File: src/rtl/orsb_ram.sv
// generic single-write, single-read ram with registered read data
module orsb_ram #(
  parameter int unsigned WIDTH = 8,
  parameter int unsigned DEPTH = 64
) (
  input  logic                     clk_i,
  input  logic                     we_i,
  input  logic [$clog2(DEPTH)-1:0] waddr_i,
  input  logic [WIDTH-1:0]         wdata_i,
  input  logic                     re_i,
  input  logic [$clog2(DEPTH)-1:0] raddr_i,
  output logic [WIDTH-1:0]         rdata_o
);

  logic [WIDTH-1:0] mem_q [DEPTH];
  logic [WIDTH-1:0] rdata_q;

  // write port
  always_ff @(posedge clk_i) begin
    if (we_i) begin
      mem_q[waddr_i] <= wdata_i;
    end
  end

  // registered read port
  always_ff @(posedge clk_i) begin
    if (re_i) begin
      rdata_q <= mem_q[raddr_i];
    end
  end

  assign rdata_o = rdata_q;

endmodule

File: config.mk
export PLATFORM = sky130hd
export DESIGN_NAME = orsb_ram
export DESIGN_NICKNAME = d
export VERILOG_FILES = /design/src/rtl/orsb_ram.sv
export SDC_FILE = /design/constraint.sdc
export NUM_CORES = 1
export LEC_CHECK = 0
export BUFFER_PORTS_ARGS = -buffer_cell sky130_fd_sc_hd__buf_4
export CAP_MARGIN = 5
export CORE_MARGIN = 5
export CORE_UTILIZATION = 40
export CTS_CLUSTER_DIAMETER = 40
export DETAILED_ROUTE_END_ITERATION = 6
export SYNTH_ARGS = -nofsm -noshare
export SYNTH_HDL_FRONTEND = slang
export SYNTH_SLANG_ARGS = --single-unit
File: constraint.sdc
create_clock -name clk_i -period 2.1 [get_ports clk_i]
set_input_delay 0.42 -clock clk_i [delete_from_list [all_inputs] [get_ports clk_i]]
set_output_delay 0.42 -clock clk_i [all_outputs]
set_load 0.03 [all_outputs]
; ---- Yosys cells after proc, flatten, opt, wreduce, memory -nomap -nowiden
; Memories as Yosys holds them, arrays and structs flattened. A register that Yosys moved wholly into a read port is not among the register bits.
; Index checks and enable logic that the tools add are counted.
[word_totals]
ramBits = 512
register_bits = 0
word_cells = 3
n_memories = 1
romBits = 0
latch_bits = 0
[memory_table]
columns = memory, depth, word_bits, rd, rd_ports_with_merged_regs, write_ports, line_no
row1 = mem_q, 64, 8, 1, 1, 1, 15  ; logic [WIDTH-1:0] mem_q [DEPTH];
[op_classes]
reduce_logical = 0
bitwise = 0
magnitude_cmp = 0
n_mux = 2
n_addsub = 0
div = 0
n_eq_ne = 0
n_shift = 0
multipliers = 0
[op_table]
columns = cell, count
row1 = $mux 1, 2

; ---- Logic depth before layout (Yosys ltp)
; Gate-level depths: netlist (run 1).
[logic_depth]
depth_word = 2
depth_mapped = 9
depth_no_buf = 5

; ---- Worst setup path after synthesis (run 1)
; No wires, ideal clock.
[synth_timing]
path_kind = input -> register
from = in raddr_i[1]
to = reg rdata_q[3] (netlist: rdata_o[3]), read port of mem_q, data pin
n_path_buf = 3
t_arrival_ps = 1960
path_slack_ps = -126
t_required_ps = 1834
stages = 7
cell_sequence = buf_4 buf_2 buf_2 mux4_2 mux4_2 o21ai_1 o41ai_1
[synth_rtl]
columns = element, line_no
row1 = "start, declared", 11  ; input logic [$clog2(DEPTH)-1:0] raddr_i,
row2 = "end, declared", 16  ; logic [WIDTH-1:0] rdata_q;

==> impl_metrics.ini, run 1 <==
[final_layout]
finalNetCount = 1172
post_route_cells_drive_above_1_share = 0.3708
instances_no_fill = 1873
relative_area_change_from_synthesis_to_final_layout_pct = 21.15
final_design_area_no_fill_sq_um = 24530

[clocking]
post_cts.repair.setup_buffers = 0
clock-sinks = 520
clock_latency_ns = 0.57
cts_buffers = 66
clk_path_buf_depth = 3
htreeDepth = 3
clkTransAtPathRegs_ns = 0.06
clock_tree.root_cell = clkbuf_16
cts_hold_repair.buffers = 0
cts_tree = yes

[logic_synthesis]
synth-edff-count = 520
synth_area_leader_cell = edfxtp_1
post_synth_main_area_contributors = edfxtp_1 (77%), mux4_2 (14%), nor2_1 (1.5%)
synthDistinctLibCells = 39
ys.flop_type = edfxtp_1
synth_warnings = 0
synth_top_area_frac = 0.7712
synthesis.instances = 940
synth_seq_area_share = 0.7712
synth_area_per_cell_sq_um = 21.54
syn_nets = 963
most_common_cell_in_the_netlist = edfxtp_1
async_flop_share = 0
synth_area_sq_um = 20250
ys_ff_latch = 520
netlist_top_cells_count = edfxtp_1 (520), mux4_2 (126), nor2_1 (83), mux2i_1 (23), nand2_1 (19)

[global_route]
grt_max_degree = 65
number_of_antenna_violations_at_the_first_check_in_global_routing = 2
first_global_vias = 10560
grt.overflow.total = 0
globalRouteTotalUtil = 0.1666
global_route_wire_length_before_repair_mm = 69.07

[critical_path]
worstReg2RegStart = mem_q[47][0]$_DFFE_PP_
r2r_setup_slack_ns = 0.05
reg2reg_to = rdata_o[0]$_DFFE_PP_
worstPathRequired_ns = 2.40
worst_setup_end_kind = register
timing.critical_path.fanout_max = 1
startpoint_type = register
worst-r2r-cell-count = 4
critPathKind = register to register
cp_data_arrival_time_ns = 2.35

[hold_path]
holdPathStages = 1
holdPathEnd = rdata_o[6]$_DFFE_PP_
hold_path.startpoint = re_i
min-delay-path-class = input port to register

[placed_design]
port_buffers = 30
routabilityCongestion = 0.7980
number_of_cells_in_the_design_after_placement = 1753
place_area_sq_um = 22380
detailedPlace.worstSlack_ns = -0.5493
place_hpwl_mm = 29.49

[floorplan]
num_io_pins = 31
core-area_sq_um = 50070
die_y_microns = 235.0
floorplan.die.width_microns = 235.0
num_rows = 82
die_area_sq_um = 55220
initial_utilization = 0.4044

[detailed_routing]
final_antenna_net_count = 0
drc = 0
detail_route.first_pass.iterations = 5
detail_route.vias_per_cell = 5.453
drt-initial-drc-count = 1018
dr_total_vias = 10210
wirelength_mm = 46.17
routed_wire_length_per_instance_microns = 24.65

[timing]
post-route-period-util = 0.9761
worst_slew_pin_slew_ns = 0.7539
fin_worst_skew_ns = 0.01441
hold_viol = 0
unrepaired_setup_endpoints_after_global_routing = false
report.final.setup_viol = 0
post-route-worst-setup-slack_ns = 0.05023
timing.max_slew.rel_slack = 0.4974
final_max_slew_viols = 0
layout_min_cycle_time_ns = 2.050
hold_slack_ns = 0.1680
max_freq_mhz = 487.9

[power_and_ir_drop]
power_uw = 23570
maximum_resistive_drop_on_vdd_uv = 510.7
static_leakage_uw = 0.008027
power.density_nw_per_um2 = 960.8

[flow_run]
cap_violations = 0

[run_status]
outcome = finished clean
metrics by stage:
step / TNS, ns / util
2_1_floorplan: -0.02224 / -
6_report: 0 / 0.4899
3_3_place_gp: -3.847 / 0.4470
3_5_place_dp: -3.796 / 0.4470
5_1_grt: 0 / 0.4899
4_1_cts: 0 / 0.4893
critical path: stages (launching register included):
cell       delay (ns)
edfxtp_1         0.35
mux4_2           0.49
mux2_2           0.31
a221oi_1         0.49
o2bb2ai_1        0.14
worst max path at each step:
stage                                      start              endpoint  slack (ns)  depth (start not counted)
after detailed placement              raddr_i[0]  rdata_o[4]$_DFFE_PP_       -0.55                          7
final                     mem_q[47][0]$_DFFE_PP_  rdata_o[0]$_DFFE_PP_        0.05                          4
after floorplan                       raddr_i[0]  rdata_o[7]$_DFFE_PP_      -0.005                          7
after global placement                raddr_i[0]  rdata_o[7]$_DFFE_PP_       -0.54                          7
after CTS                 mem_q[21][4]$_DFFE_PP_  rdata_o[4]$_DFFE_PP_        0.02                          5
after global routing      mem_q[21][4]$_DFFE_PP_  rdata_o[4]$_DFFE_PP_       0.004                          5
metal layers:
layer,vias up,GRT usage,part of all wire
met2,384,0.2705,0.49
met5,-,0,0.00043
met4,2,0.04778,0.021
li1,4379,-,-
met3,69,0.03823,0.075
met1,5379,0.2284,0.42
cells by family (layout without fill, tap and decap cells):
logic type             count (synthesis)  after routing  share of synthesized area
flip-flops                           520            520                     0.7712
other                                  0              1                          0
AO/OA/AOI/OAI                         54             54                    0.02064
buffers and inverters                 51            311                    0.01563
AND/OR/NAND/NOR                      153            153                    0.03374
multiplexers                         162            162                     0.1588
repair_timing:
item	in CTS	in global routing
gates resized for setup	2	5
endpoints found under the setup margin	2	4
cloned	0	0
registers in the layout, indices dropped and copies added (netlist names):
name	count
mem_q	512
rdata_o	8
final cells by class:
cell class	instances	area [sq um]
fill	4112	25540
sequential	520	15620
multi-input combinational	369	4354
clock buffer	71	1670
timing repair buffer	192	1610
tap	672	840.8
clock inverter	48	436.7
antenna	1	2.502
cells in the final DEF, fill, tap and decap left out, types with 3 or more instances in the layout:
cell type	Yosys	final
edfxtp_1	520	520
buf_4	13	178
mux4_2	126	126
nor2_1	83	83
clkbuf_16	0	66
mux2i_1	23	22
nand2_1	19	19
inv_6	0	18
nor2b_1	14	14
mux2_2	13	13
nand3_1	13	13
buf_12	2	13
clkinv_2	0	10
o221ai_1	8	8
o22ai_1	8	8
nand2b_1	7	7
clkinv_1	0	7
nor3_1	7	5
a221oi_1	6	5
clkbuf_1	17	5
clkinvlp_4	0	5
a211oi_1	4	4
bufinv_16	0	4
nand3b_1	3	3
a21oi_1	3	3
a22oi_1	3	3
o2bb2ai_1	3	3
where the power goes:
part	leakage, uW	total, uW	internal (uW)	switching, uW
logic	0.00231	1240	530	711
registers	0.00469	11500	11500	27.9
clock network	0.00103	10800	6380	4400
total	0.00803	23600	18400	5140
Power figures use the tool's default switching activity.
==> run 2, diff against run 1 <==
- clock period: 2.1 -> 2.37 ns (I/O delays scaled with it)
==> run 2 against run 1 <==
Net effect:
- sequential share of layout area increased by 0.51 points
- utilization decreased by 0.39 points
- critical path depth increased by 2
- highest routed layer is now met4
==> impl_metrics.ini, run 2 (synthesized netlist as in run 1, its figures left out) <==
[critical_path]
cp_data_arrival_time_ns = 2.52
worstPathRequired_ns = 2.72
critPathKind = register to register
startpoint_type = register
worst_path_cell_chain = mux4_2, mux2_2, o221a_2, nor3_1, buf_4, o32ai_1
timing.critical_path.fanout_max = 1
cpPeakStageDelay_ns = 0.47
worst_setup_end_kind = register
critPathBufInv = 1
critical-path-slowest-cell = mux4_2
worst_path_dominant_cell_family = multiplexers

[clocking]
cts_buffers = 61
htreeDepth = 2
post_cts.repair.setup_buffers = 0
clk_path_buf_depth = 3
cts_tree = yes
clock-sinks = 520
cts_hold_repair.buffers = 0
clkTransAtPathRegs_ns = 0.06
post_cts_resize_count = 0
clock_latency_ns = 0.61
clock_tree.root_cell = clkbuf_16

[detailed_routing]
detail_route.first_pass.iterations = 4
final_antenna_net_count = 0
drc = 0
dr_total_vias = 9908
wirelength_mm = 45.54
drt-initial-drc-count = 753
detail_route.vias_per_cell = 5.353
routed_wire_length_per_instance_microns = 24.60

[timing]
final.setup.tns_ns = 0
timing.max_slew.rel_slack = 0.5068
unrepaired_setup_endpoints_after_global_routing = false
worst_slew_pin_slew_ns = 0.7397
post-route-worst-setup-slack_ns = 0.1992
layout_min_cycle_time_ns = 2.171
final_max_slew_viols = 0
post-route-period-util = 0.9159
fin_worst_skew_ns = 0.02421
hold_viol = 0
report.final.setup_viol = 0
max_freq_mhz = 460.7

[final_layout]
mostFrequentLayoutCell = edfxtp_1
largest_reg_flops = 512
finalNetCount = 1150
seq_area_sq_um = 15620
max_flop_register = mem_q
multi_input_area_sq_um = 4315
mostFrequentLayoutCells = edfxtp_1 (520), buf_4 (162), mux4_2 (126), nor2_1 (83), clkbuf_16 (63)
post_route_cells_drive_above_1_share = 0.3497
relative_area_change_from_synthesis_to_final_layout_pct = 20.18
layout.filler_cells = 4099

[floorplan]
num_io_pins = 31
core-area_sq_um = 50070
floorplan.die.width_microns = 235.0
num_rows = 82
die_y_microns = 235.0
initial_utilization = 0.4044
die_area_sq_um = 55220

[global_route]
grt_max_degree = 65
grt.overflow.total = 0
number_of_antenna_violations_at_the_first_check_in_global_routing = 1
globalRouteTotalUtil = 0.1644
first_global_vias = 10430
global_route_wire_length_before_repair_mm = 67.72

[placed_design]
place_hpwl_mm = 28.65
routabilityCongestion = 0.8009
detailedPlace.worstSlack_ns = -0.3994
port_buffers = 30

[flow_run]
cap_violations = 0

[power_and_ir_drop]
power.density_nw_per_um2 = 853.7
maximum_resistive_drop_on_vdd_uv = 645.0
power_uw = 20770
static_leakage_uw = 0.007933

[hold_path]
min-delay-path-class = input port to register

[run_status]
outcome = finished clean
==> run 2: power breakdown <==
part           internal (uW)  leakage [uW]  switching (uW)
registers              10200       0.00469            28.1
logic                    439       0.00223             611
clock network           5780       0.00102            3720
total                  16400       0.00793            4360
==> run 2: path summary, 6_finish.rpt <==
check / startpoint / to / slack [ns] / cells past startpoint
max: mem_q[21][4]$_DFFE_PP_ / rdata_o[4]$_DFFE_PP_ / 0.20 / 6
min reg2reg: mem_q[2][7]$_DFFE_PP_ / rdata_o[7]$_DFFE_PP_ / 0.94 / 4
min: re_i / rdata_o[6]$_DFFE_PP_ / 0.19 / 1
max reg2reg: mem_q[21][4]$_DFFE_PP_ / rdata_o[4]$_DFFE_PP_ / 0.20 / 6
==> run 2: per-layer routing <==
layer  vias to the layer above  GRT usage  part of all wire
li1                       4327          -                 -
met3                        72    0.02955             0.057
met4                         0    0.05893             0.031
met5                         -          0                 0
met1                      5222     0.2230              0.42
met2                       287     0.2699              0.49
==> run 2: stage by stage <==
stage          hold WS [ns]    util  area (sq um)  std cells
2_1_floorplan        0.5729       -         20250        940
3_3_place_gp         0.8003  0.4442         22240       1736
3_5_place_dp         0.8006  0.4442         22240       1736
4_1_cts              0.1466  0.4860         24330       1850
5_1_grt              0.1579  0.4860         24330       1850
6_report             0.1858  0.4860         24330       1851
==> run 2: layout make-up <==
class                   count  share of cell area
flip-flops and latches    520              0.6417
clock inverters            44             0.02000
diodes                      1           0.0001028
well taps                 672             0.03455
multi-input cells         369              0.1773
repair buffers            175             0.06042
clock buffers              70             0.06587
