`config.mk`:
```
export PLATFORM = sky130hd
export DESIGN_NAME = orsb_copy
export DESIGN_NICKNAME = d
export VERILOG_FILES = /design/src/rtl/orsb_pkg.sv /design/src/rtl/orsb_copy.sv
export SDC_FILE = /design/constraint.sdc
export NUM_CORES = 1
export LEC_CHECK = 0
export BUFFER_PORTS_ARGS = -buffer_cell sky130_fd_sc_hd__buf_2
export CELL_PAD_IN_SITES_DETAIL_PLACEMENT = 2
export CELL_PAD_IN_SITES_GLOBAL_PLACEMENT = 2
export CORE_MARGIN = 1
export CORE_UTILIZATION = 37
export CTS_BUF_LIST = sky130_fd_sc_hd__clkbuf_4 sky130_fd_sc_hd__clkbuf_8
export DETAILED_ROUTE_END_ITERATION = 12
export GPL_TIMING_DRIVEN = 0
export PLACE_DENSITY_LB_ADDON = 0.08
export SETUP_SLACK_MARGIN = 0.02
export SYNTH_ARGS = -nofsm -noshare
export SYNTH_HDL_FRONTEND = slang
export SYNTH_SLANG_ARGS = --single-unit
```
`constraint.sdc`:
```
create_clock -name clk_i -period 2.6 [get_ports clk_i]
set_clock_uncertainty 0.2 [all_clocks]
set_input_delay 0.26 -clock clk_i [delete_from_list [all_inputs] [get_ports clk_i]]
set_output_delay 0.26 -clock clk_i [all_outputs]
set_load 0.05 [all_outputs]
```
`src/rtl/orsb_pkg.sv`:
```
// shared constants, codes and types of the overwriting slot ring buffer
package orsb_pkg;

  // default sizes
  localparam int unsigned SLOTS_DEF      = 16;
  localparam int unsigned SLOT_BYTES_DEF = 64;

  // field widths
  localparam int unsigned FUNC_W     = 2;
  localparam int unsigned BYTE_W     = 8;
  localparam int unsigned LEN_W      = 7;
  localparam int unsigned IDX_W      = 64;
  localparam int unsigned OFF_W      = 6;
  localparam int unsigned STAT_W     = 3;
  localparam int unsigned CNT_LOG2_W = 3;
  localparam int unsigned CFG_IDX_W  = 1;
  localparam int unsigned CFG_DATA_W = 7;

  // envelope header
  localparam int unsigned ENV_HDR_BYTES = 16;
  localparam logic [BYTE_W-1:0] MAGIC_0 = 8'h52;
  localparam logic [BYTE_W-1:0] MAGIC_1 = 8'h43;
  localparam logic [BYTE_W-1:0] MAGIC_2 = 8'h54;
  localparam logic [BYTE_W-1:0] MAGIC_3 = 8'h31;

  // register reset values
  localparam logic [CFG_DATA_W-1:0] SLOT_BYTES_USED_RST = 7'd64;
  localparam logic [CNT_LOG2_W-1:0] SLOT_COUNT_LOG2_RST = 3'd4;

  typedef enum logic [FUNC_W-1:0] {
    FUNC_PLAIN    = 2'd0,
    FUNC_ENVELOPE = 2'd1,
    FUNC_READ     = 2'd2,
    FUNC_QUERY    = 2'd3
  } orsb_func_e;

  typedef enum logic [STAT_W-1:0] {
    STAT_OK         = 3'd0,
    STAT_TOO_LONG   = 3'd1,
    STAT_MISMATCH   = 3'd2,
    STAT_BAD_INDEX  = 3'd3,
    STAT_BAD_OFFSET = 3'd4
  } orsb_status_e;

  typedef enum logic [CFG_IDX_W-1:0] {
    CFG_SLOT_BYTES_USED = 1'b0,
    CFG_SLOT_COUNT_LOG2 = 1'b1
  } orsb_cfg_e;

  typedef enum logic [1:0] {
    ST_CLEAR = 2'd0,
    ST_IDLE  = 2'd1,
    ST_EXEC  = 2'd2,
    ST_COPY  = 2'd3
  } orsb_state_e;

  // commit request from the control to the copy engine
  typedef struct packed {
    logic             start;
    logic             envelope;
    logic [LEN_W-1:0] length;
    logic [IDX_W-1:0] index;
  } orsb_copy_cmd_t;

endpackage

```
`src/rtl/orsb_copy.sv`:
```
// commit engine: streams staging bytes and envelope header into one ring slot
module orsb_copy #(
  parameter int unsigned SLOTS      = orsb_pkg::SLOTS_DEF,
  parameter int unsigned SLOT_BYTES = orsb_pkg::SLOT_BYTES_DEF
) (
  input  logic                                  clk_i,
  input  logic                                  rst_ni,
  input  orsb_pkg::orsb_copy_cmd_t              cmd_i,
  input  logic [$clog2(SLOTS*SLOT_BYTES)-1:0]   base_i,
  input  logic [$clog2(SLOT_BYTES+1)-1:0]       end_i,
  output logic                                  busy_o,
  output logic                                  stg_re_o,
  output logic [$clog2(SLOT_BYTES)-1:0]         stg_raddr_o,
  input  logic [orsb_pkg::BYTE_W-1:0]           stg_rdata_i,
  output logic                                  slot_we_o,
  output logic [$clog2(SLOTS*SLOT_BYTES)-1:0]   slot_waddr_o,
  output logic [orsb_pkg::BYTE_W-1:0]           slot_wdata_o
);
  import orsb_pkg::*;

  localparam int unsigned AW = $clog2(SLOTS*SLOT_BYTES);
  localparam int unsigned PW = $clog2(SLOT_BYTES);
  localparam int unsigned SW = $clog2(SLOT_BYTES+1);
  localparam int unsigned CW = (PW > LEN_W) ? PW : LEN_W;

  logic             act_q;
  logic             wr_vld_q;
  logic [PW-1:0]    pos_q;
  logic [PW-1:0]    wr_pos_q;
  logic [SW-1:0]    end_q;
  logic [AW-1:0]    base_q;
  logic             env_q;
  logic [LEN_W-1:0] len_q;
  logic [IDX_W-1:0] idx_q;
  logic             last_pos;

  // envelope header byte at a header position
  function automatic logic [BYTE_W-1:0] hdr_byte(input logic [3:0] p,
                                                 input logic [LEN_W-1:0] len,
                                                 input logic [IDX_W-1:0] index);
    logic [BYTE_W-1:0] b;
    b = '0;
    if (p[3]) begin
      b = index[8*p[2:0] +: 8];
    end else if (p[2]) begin
      b = (p[1:0] == 2'd0) ? BYTE_W'(len) : '0;
    end else begin
      unique case (p[1:0])
        2'd0:    b = MAGIC_0;
        2'd1:    b = MAGIC_1;
        2'd2:    b = MAGIC_2;
        default: b = MAGIC_3;
      endcase
    end
    return b;
  endfunction

  assign last_pos = (SW'(pos_q) + SW'(1)) == end_q;

  // issue and write-back valid flags
  always_ff @(posedge clk_i or negedge rst_ni) begin
    if (!rst_ni) begin
      act_q    <= 1'b0;
      wr_vld_q <= 1'b0;
    end else begin
      if (cmd_i.start) begin
        act_q <= 1'b1;
      end else if (act_q && last_pos) begin
        act_q <= 1'b0;
      end
      wr_vld_q <= act_q;
    end
  end

  // job and position registers
  always_ff @(posedge clk_i) begin
    if (cmd_i.start) begin
      pos_q  <= '0;
      end_q  <= end_i;
      base_q <= base_i;
      env_q  <= cmd_i.envelope;
      len_q  <= cmd_i.length;
      idx_q  <= cmd_i.index;
    end else if (act_q) begin
      pos_q <= pos_q + PW'(1);
    end
    wr_pos_q <= pos_q;
  end

  // staging read, payload sits behind the header for envelopes
  assign stg_re_o    = act_q;
  assign stg_raddr_o = env_q ? (pos_q - PW'(ENV_HDR_BYTES)) : pos_q;

  // slot write in the cycle after the staging read
  always_comb begin
    slot_wdata_o = stg_rdata_i;
    if (env_q) begin
      if (wr_pos_q < PW'(ENV_HDR_BYTES)) begin
        slot_wdata_o = hdr_byte(wr_pos_q[3:0], len_q, idx_q);
      end
    end else if (CW'(wr_pos_q) >= CW'(len_q)) begin
      slot_wdata_o = '0;
    end
  end

  assign slot_we_o    = wr_vld_q;
  assign slot_waddr_o = base_q + AW'(wr_pos_q);
  assign busy_o       = act_q | wr_vld_q;

endmodule

```
### Word level (Yosys, flattened, before mapping)

Cells that the tools add are included.

| operators by class | value |
|---|---|
| shift-type cells | 1 |
| eq/ne operators | 3 |
| reductions and logical operators | 3 |
| bitwise operators | 1 |
| muxes and demuxes | 10 |
| magnitude comparators | 2 |
| add/sub/neg operators | 4 |

Operators by type and width:

| kind | count |
|---|---|
| 64-bit by 7-bit indexed part select with 8-bit output | 1 |
| 8-bit 2-to-1 mux | 4 |
| 7-bit one-hot mux with 3 select lines | 1 |
| 7-bit 2-to-1 mux | 2 |
| 10-bit by 6-bit adder with 10-bit output | 1 |
| 6-bit by 1-bit adder with 7-bit output (second input constant) | 1 |
| 7-bit == test | 1 |
| 6-bit by 7-bit >= comparator with 1-bit output | 1 |
| 6-bit by 1-bit adder with 6-bit output (second input constant) | 1 |
| 6-bit by 5-bit less-than comparator with 1-bit output (second input constant) | 1 |
| 6-bit 2-to-1 mux | 1 |
| 6-bit by 5-bit subtractor with 6-bit output (second input constant) | 1 |
| 2-bit by 1-bit == test with 1-bit output (second input constant) | 1 |
| 2-bit == test (second input constant) | 1 |
| 2-bit zero test | 1 |
| 1-bit 2-to-1 mux | 2 |
| 2-bit nonzero test | 1 |
| 1-bit logical AND | 1 |
| 1-bit bitwise OR | 1 |

| storage, ports and cells | value |
|---|---|
| word-level logic and storage cells | 33 |
| bits in registers | 103 |
| input port bits | 100 |

### Longest topological paths before layout

Gate-level depths: netlist (run 1).

| depth | value |
|---|---|
| depth after elaboration | 6 |
| depth in mapped cells | 8 |
| mapped depth without buffers | 8 |

### Worst setup path after synthesis (run 1)

No wires, ideal clock.

| path | value |
|---|---|
| path kind | reg2out |
| start point | reg wr_pos_q[1] |
| end point | out slot_waddr_o[8] |
| data arrival time | 2,310 ps |
| setup slack | -170 ps |
| cell stages (with the launch flop) | 9 |
| required time | 2,140 ps |
| path buffers | 1 |
| cells stage by stage | dfxtp_1 > buf_2 > clkinv_1 > fa_1 > nor2b_1 > o21ai_1 > a21boi_1 > nor4bb_1 > or3_1 |

| on the way | value |
|---|---|
| longest elaborated chain between the ends | 1 |

Ends and longest elaborated chain:

| item | RTL line | source |
|---|---|---|
| from (decl) | orsb_copy.sv:29 | `logic [PW-1:0] wr_pos_q;` |
| from (signal assigned) | orsb_copy.sv:87 | `wr_pos_q <= pos_q;` |
| 10-bit by 6-bit adder with 10-bit output | orsb_copy.sv:107 | `assign slot_waddr_o = base_q + AW'(wr_pos_q);` |
| to (decl) | orsb_copy.sv:16 | `output logic [$clog2(SLOTS*SLOT_BYTES)-1:0] slot_waddr_o,` |

Every way passes these cells.

### Worst setup path in the final report (run 1)

| path | value |
|---|---|
| start point | reg wr_pos_q[0] |
| end point | out slot_wdata_o[7] (netlist name) |

| on the way | value |
|---|---|
| longest elaborated chain between the ends | 4 |
| elaborated cells on any way between the ends | 7 |

Ends and longest elaborated chain:

| item | RTL line | source |
|---|---|---|
| 64-bit by 7-bit indexed part select with 8-bit output | orsb_copy.sv:44 | `b = index[8*p[2:0] +: 8];` |
| 8-bit 2-to-1 mux | orsb_copy.sv:43 | `if (p[3]) begin` |
| 8-bit 2-to-1 mux | orsb_copy.sv:98 | `if (wr_pos_q < PW'(ENV_HDR_BYTES)) begin` |
| 8-bit 2-to-1 mux (*) | orsb_copy.sv:97 | `if (env_q) begin` |
| to (decl) | orsb_copy.sv:17 | `output logic [orsb_pkg::BYTE_W-1:0] slot_wdata_o` |

Every way passes the cells marked *; elsewhere a longest branch is shown, timed or not.

==> results of run 1 <==
[Yosys cell counts (all sizes together) (2+ instances only)]
library cell | number | share of area [%]
a21o | 5 | 0.83
a21oi | 15 | 1.7
a22o | 3 | 0.58
a311o | 2 | 0.44
a31oi | 2 | 0.28
a32o | 3 | 0.66
and3 | 4 | 0.55
buf | 10 | 1.5
clkbuf | 4 | 0.33
dfrtp | 2 | 1.1
dfxtp | 12 | 5.3
edfxtp | 89 | 59
ha | 14 | 3.9
inv | 14 | 1.2
mux2 | 2 | 0.50
mux2i | 4 | 0.88
mux4 | 15 | 7.9
nand2 | 15 | 1.2
nand2b | 4 | 0.55
nand3 | 4 | 0.44
nand4 | 2 | 0.28
nor2 | 18 | 1.5
nor3 | 2 | 0.22
nor3b | 2 | 0.44
nor4 | 2 | 0.28
o21ai | 11 | 1.2
o22ai | 2 | 0.28
or3 | 3 | 0.41
xnor2 | 9 | 1.7
xor2 | 6 | 1.2
[state kept, by name (all words and copies together), names as in the netlist]
| register | cells |
|---|---|
| pos_q | 6 |
| idx_q | 64 |
| slot_we_o | 1 |
| len_q | 7 |
| wr_pos_q | 6 |
| end_q | 7 |
| env_q | 1 |
| base_q | 10 |
| stg_re_o | 1 |
[final timing paths]
check | slack (ns) | depth (start not counted) | to | startpoint
min in group asynchronous | 0.53 | 3 | slot_we_o$_DFF_PN0_ | rst_ni
min | 0.20 | 0 | wr_pos_q[4]$_DFF_P_ | pos_q[4]$_SDFFE_PP0P_
max reg2reg | 0.20 | 6 | stg_re_o$_DFFE_PN0P_ | pos_q[1]$_SDFFE_PP0P_
max | -0.29 | 7 | slot_wdata_o[7] | wr_pos_q[0]$_DFF_P_
min reg2reg | 0.20 | 0 | wr_pos_q[4]$_DFF_P_ | pos_q[4]$_SDFFE_PP0P_
max in group asynchronous | 1.52 | 3 | stg_re_o$_DFFE_PN0P_ | rst_ni
[cell usage in the layout, fill, tap and decap left out, types with 3 or more instances in the layout]
master	netlist	routed
a21o_1	5	4
a21oi_1	15	13
a22o_4	0	3
a32o_2	0	3
and3_1	4	4
buf_12	0	5
buf_2	4	112
buf_4	5	22
buf_6	1	5
buf_8	0	10
clkbuf_1	4	4
clkbuf_8	0	9
dfxtp_1	12	6
dfxtp_2	0	5
dlygate4sd3_1	0	91
edfxtp_1	89	89
ha_1	14	9
ha_4	0	5
inv_1	14	12
mux2i_1	4	4
mux4_2	10	15
nand2_1	15	12
nand2b_1	4	3
nand3_1	4	3
nor2_1	18	16
o21ai_0	10	8
o21ai_2	0	3
xnor2_1	9	9
xor2_1	6	6
[routing by layer]
metal  GRT usage, %  vias to the layer above  part of all wire, %
li1               -                     1657                    -
met1           30.0                     1828                   39
met2           49.7                      125                   54
met3           6.05                       32                  4.3
met4           9.60                        0                  2.8
met5              0                        -                    0
[critical path: stages (launching register included)]
cell and delay, ns:
dfxtp_4 0.40, buf_4 0.11, buf_6 0.13, buf_12 0.13, mux4_2 0.54, mux2_2 0.30
a32o_2 0.28, buf_6 0.16
[layout make-up]
| type | instances | area, sq um |
|---|---|---|
| fill | 1041 | 4820 |
| sequential | 103 | 2970 |
| timing repair buffer | 239 | 1920 |
| multi-input combinational | 168 | 1680 |
| tap | 147 | 184 |
| clock buffer | 10 | 131 |
| buffer | 13 | 103 |
| inverter | 15 | 76.3 |
| clock inverter | 5 | 66.3 |
| antenna | 1 | 2.50 |
[timing repair]
item	4_1_cts	5_1_grt
gates resized for setup	85	29
hold endpoints to repair	91	0
setup buffers	13	8
gates cloned	2	0
pin swaps	17	10
endpoints found under the setup margin	16	15
hold buffers	91	0
[cells by family (layout without fill, tap and decap cells)]
group	Yosys count	after routing	synth area share (%)
xor gates and xnor gates	15	15	2.90
adders and majority gates	15	15	4.30
other	0	1	0
AOI/OAI and AO/OA	56	56	8.41
DFF	103	103	65.3
and+or+nand+nor	61	61	6.73
buffers and inverters	29	282	3.09
muxes	21	21	9.24
[power groups by stage]
stage	clock, uW	sequential, uW	combinational [uW]
6_report	1070	2010	1020
3_5_place_dp	0	2030	655
3_3_place_gp	0	2020	631
5_1_grt	1140	2020	1070
2_1_floorplan	0	2000	430
4_1_cts	1060	2000	925
[through the flow]
step | hold slack, ns | power [uW] | util, % | setup TNS, ns | cells
2_1_floorplan | -0.236 | 2430 | - | 0 | 300
3_3_place_gp | -0.156 | 2650 | 44.9 | -6.05 | 573
3_5_place_dp | -0.150 | 2680 | 45.1 | -6.35 | 574
4_1_cts | 0.199 | 3980 | 58.6 | -1.72 | 695
5_1_grt | 0.209 | 4240 | 59.7 | -3.33 | 701
6_report | 0.197 | 4100 | 59.7 | -2.24 | 701
==> run summary, run 1 <==
initial DRC count -> 156
Hold Path Class -> flop to flop
Die Area -> 12,700 sq um
total CTS buffers -> 9
core area -> 12,000 sq um
Worst Setup End Kind -> output port
worst vdd rail ir drop -> 0.000397 V
nets -> 664
Comb power frac -> 24.9%
async set-or-reset flop fraction in the synthesized netlist -> 1.94%
Clock Tree Buf Depth -> 2
sequential power share -> 49.0%
Tmin final -> 2.89 ns
max-cap violations -> 0
CP max FO -> 5
Syn Inst Count -> 300
Warnings, synthesis -> 0
Cell Pwr Density -> 575 nW/um^2
DR DRC count -> 0
clk sinks -> 103
switching share of total power -> 29.6%
Internal -> 2890 uW
number of port buffers -> 126
Rel. slew slack -> 55.3%
total track usage -> 26.8%
Post-Syn Area -> 4540 sq um
number of synthesized flops with an enable pin -> 89
DP Area -> 5400 sq um
GRT overflow -> 0
Slew Viols, Final -> 0
status -> finished with violations
Die Y-Extent -> 113 microns
row count -> 40
Horiz. Die Dim -> 113 microns
Clock Power Share -> 26.1%
layout cells sized above 1 -> 43.0%
Final Hold Fails -> 0
CTS clk-pin slew, worst paths -> 0.10 ns
failing checks -> setup timing
Synth Register Bits -> 103
Synth Flop Type -> edfxtp_1
Final setup viols -> 12
setup slack after layout -> -0.290 ns
DR vias/cell -> 5.20
Final HPWL DP -> 8200 microns
CTS tree -> yes
Seq/Total Area, Yosys -> 65.3%
Initial Utilization -> 37.9%
startpoint types -> flop
Synth cell types -> 55
syn_nets -> 415
global-route wire length before repair -> 24,700 microns
gpl congestion -> 0.747
worst path arrival time -> 2.43 ns
TritonRoute pass-1 iters -> 4
via count -> 3,642
Worst-Margin Slew -> 0.670 ns
largest net degree at the start of global routing -> 47
Achievable Freq -> 0.346 GHz
Final ANT Viol Nets -> 0
WP data required -> 2.14 ns
design area -> 7140 sq um
Lkg Pwr -> 0.00290 uW
clk root buf -> clkbuf_8
H-tree levels -> 3
Area Overhead vs Synth -> 57.4%
initial antenna violation count -> 1
Avg WL per Cell -> 24.5 microns
RSZ-0062 raised after global routing -> yes
synthesized area per cell -> 15.1 sq um
boundary pin count -> 127
period utilization -> 111%
Crit Path Category -> flop to output port
Setup WS pre-CTS -> -0.679 ns
vias in the first global route -> 4,169
NetSw -> 1210 uW
Routed WL -> 17,200 microns
Clk Latency, worst-skew pair -> 0.38 ns
No activity file was read; power rests on OpenSTA's default activity.
==> run 2: changes to the inputs <==
Settings changed: CELL_PAD_IN_SITES_DETAIL_PLACEMENT 2 to default, CELL_PAD_IN_SITES_GLOBAL_PLACEMENT 2 to default, CORE_UTILIZATION 37 to 54, GPL_TIMING_DRIVEN 0 to default.
==> run summary, run 2 (synthesis gave the netlist of run 1 again) <==
CP startpoint -> wr_pos_q[0]$_DFF_P_
total CTS buffers -> 9 (unchanged)
CTS clk-pin slew, worst paths -> 0.11 ns (about the same)
reg-to-reg startpoint -> pos_q[0]$_SDFFE_PP0P_
startpoint types -> flop
Cell Pwr Density -> 575 nW/um^2 (about the same)
row count -> 33 (-18%)
flop2flop setup slack -> 0.58 ns (+0.38 ns)
Top Registers -> idx_q (64), base_q (10)
Die Y-Extent -> 93.6 microns (-17%)
Final ANT Viol Nets -> 0 (unchanged)
commonest non-fill, non-tap cell in the layout -> buf_2
biggest cell delay along the critical path -> 0.39 ns (-0.15 ns)
Top reg by flops -> idx_q
worst path arrival time -> 2.42 ns (about the same)
crit path to -> slot_waddr_o[8]
Ant. Diodes -> 0 (-1)
Worst Setup End Kind -> output port
DR DRC count -> 0 (unchanged)
sequential power share -> 50.2% (+1.2 points)
Rel. slew slack -> 65.9% (+11 points)
Horiz. Die Dim -> 93.6 microns (-17%)
number of port buffers -> 126 (unchanged)
Achievable Freq -> 0.348 GHz (+0.50%)
core area -> 8180 sq um (-32%)
clk root buf -> clkbuf_8
gpl congestion -> 0.842 (+13%)
Avg WL per Cell -> 19.2 microns (-22%)
CP max FO -> 5 (unchanged)
Lkg Pwr -> 0.00283 uW (-2.4%)
initial antenna violation count -> 0 (-1)
Tmin final -> 2.88 ns (-0.0143 ns)
Clock Power Share -> 26.5% (+0.4 points)
period utilization -> 111% (-0.55 points)
DR vias/cell -> 5.43 (+4.6%)
Final HPWL DP -> 6520 microns (-21%)
GRT met1 Usage -> 31.9% (+1.9 points)
Global Route met3 Usage -> 6.75% (+0.70 points)
clk sinks -> 103 (unchanged)
FF-to-FF path depth -> 6 (unchanged)
total track usage -> 26.4% (-0.38 points)
Die Area -> 8770 sq um (-31%)
global-route wire length before repair -> 17,000 microns (-31%)
boundary pin count -> 127 (unchanged)
Final Hold Fails -> 0 (unchanged)
TritonRoute pass-1 iters -> 5 (+1)
nets -> 655 (-1.4%)
Crit-path slowest cell -> dfxtp_4
total power -> 3970 uW (-3.3%)
max-cap violations -> 0 (unchanged)
Initial Utilization -> 55.5% (+18 points)
failing checks -> setup timing
Clock Tree Buf Depth -> 2 (unchanged)
RSZ-0062 raised after global routing -> yes
Comb power frac -> 23.3% (-1.6 points)
max FFs per register -> 64 (unchanged)
setup slack after layout -> -0.276 ns (+0.0143 ns)
Area Overhead vs Synth -> 52.1%
GRT overflow -> 0 (unchanged)
Worst-Margin Slew -> 0.512 ns (-0.158 ns)
GR peak layer -> met2
Crit Path Category -> flop to output port
vias in the first global route -> 3,494 (-16%)
Hold Path Class -> input pin to flop
Routed WL -> 12,500 microns (-27%)
initial DRC count -> 236 (+51%)
status -> finished with violations
WP data required -> 2.14 ns (about the same)
design area -> 6900 sq um (-3.3%)
Slew Viols, Final -> 0 (unchanged)
met2 usage -> 47.5% (-2.2 points)
critical-path cell list -> ha_4 > inv_2 > fa_2 > nor2b_2 > o21ai_2 > a21boi_4 > nor4b_2 > or3_4 > buf_8
switching share of total power -> 29.8% (+0.15 points)
Clk Latency, worst-skew pair -> 0.37 ns (about the same)
via count -> 3,532 (-3.0%)
layout cells sized above 1 -> 40.9% (-2.1 points)
most frequent cells in the layout -> buf_2 (111), dlygate4sd3_1 (91), edfxtp_1 (89), buf_4 (20), nor2_1 (18)
DP Area -> 5360 sq um (-0.67%)
worst vdd rail ir drop -> 0.000488 V (+23%)
Final setup viols -> 13 (+1)
H-tree levels -> 3 (unchanged)
CTS tree -> yes
Internal -> 2790 uW (-3.5%)
reg2reg end -> stg_re_o$_DFFE_PN0P_
NetSw -> 1180 uW (-2.8%)
largest net degree at the start of global routing -> 43 (-8.5%)
-- run 2: cell types whose count changed in the layout (fill, tap and decap cells not counted), sizes merged --
| cell | before | now |
|---|---|---|
| clkbuf | 15 | 10 |
| buf | 155 | 151 |
| inv | 16 | 19 |
| bufbuf | 1 | 0 |
| bufinv | 1 | 0 |
| diode | 1 | 0 |
-- run 2: metal layers --
metal	routed length, microns	vias up
met5	0	-
met4	245	0
met3	741	22
met2	6700	145
met1	4810	1717
li1	-	1648
-- run 2: through the flow --
step	hold slack [ns]	util (%)	std cells	TNS [ns]	setup slack (ns)
floorplan	-0.236	-	300	0	0.0237
global placement	-0.156	65.6	533	0	0.0785
detailed placement	-0.153	65.6	533	-0.00819	-0.00819
CTS	0.129	80.2	641	-2.57	-0.269
global route	0.165	84.4	650	-2.41	-0.361
finish	0.146	84.4	650	-1.45	-0.276
-- run 2: power groups by stage --
stage	Clock, uW	Sequential (uW)	Combinational (uW)
6_report	1050	1990	925
3_3_place_gp	0	2010	635
2_1_floorplan	0	2000	430
3_5_place_dp	0	2020	643
4_1_cts	1060	1980	777
5_1_grt	1140	2010	975
-- run 2: repair_timing --
item	4_1_cts	5_1_grt
endpoints found under the hold margin	91	0
setup buffers	1	8
setup endpoints to repair	13	14
pin swaps	3	19
hold buffers	91	0
cloned	0	1
resized for setup	23	69
-- run 2: area by class of cell --
class	count	area [sq um]
flip-flops and latches	103	2970
repair buffers	243	1930
multi-input cells	168	1600
fillers	421	1270
well taps	105	131
clock buffers	9	124
clock inverters	7	90.1
inverters	15	58.8
-- run 2: worst min path at each step --
| stage | start | endpoint | slack [ns] | cells past startpoint |
|---|---|---|---|---|
| floorplan | rst_ni | slot_we_o$_DFF_PN0_ | -0.24 | 0 |
| CTS | cmd_i[72] | pos_q[1]$_SDFFE_PP0P_ | 0.13 | 2 |
| detailed placement | rst_ni | stg_re_o$_DFFE_PN0P_ | -0.15 | 1 |
| finish | cmd_i[72] | pos_q[1]$_SDFFE_PP0P_ | 0.15 | 2 |
| global placement | rst_ni | slot_we_o$_DFF_PN0_ | -0.16 | 1 |
| global route | cmd_i[72] | idx_q[0]$_DFFE_PP_ | 0.16 | 1 |
-- run 2: critical path, delay by kind of cell (launching register included) --
family          cells  cell delay (ns)
compound gates      2             0.32
fa+ha+maj           2             0.53
buf+inv             2             0.20
flops               1             0.39
simple gates        3             0.60
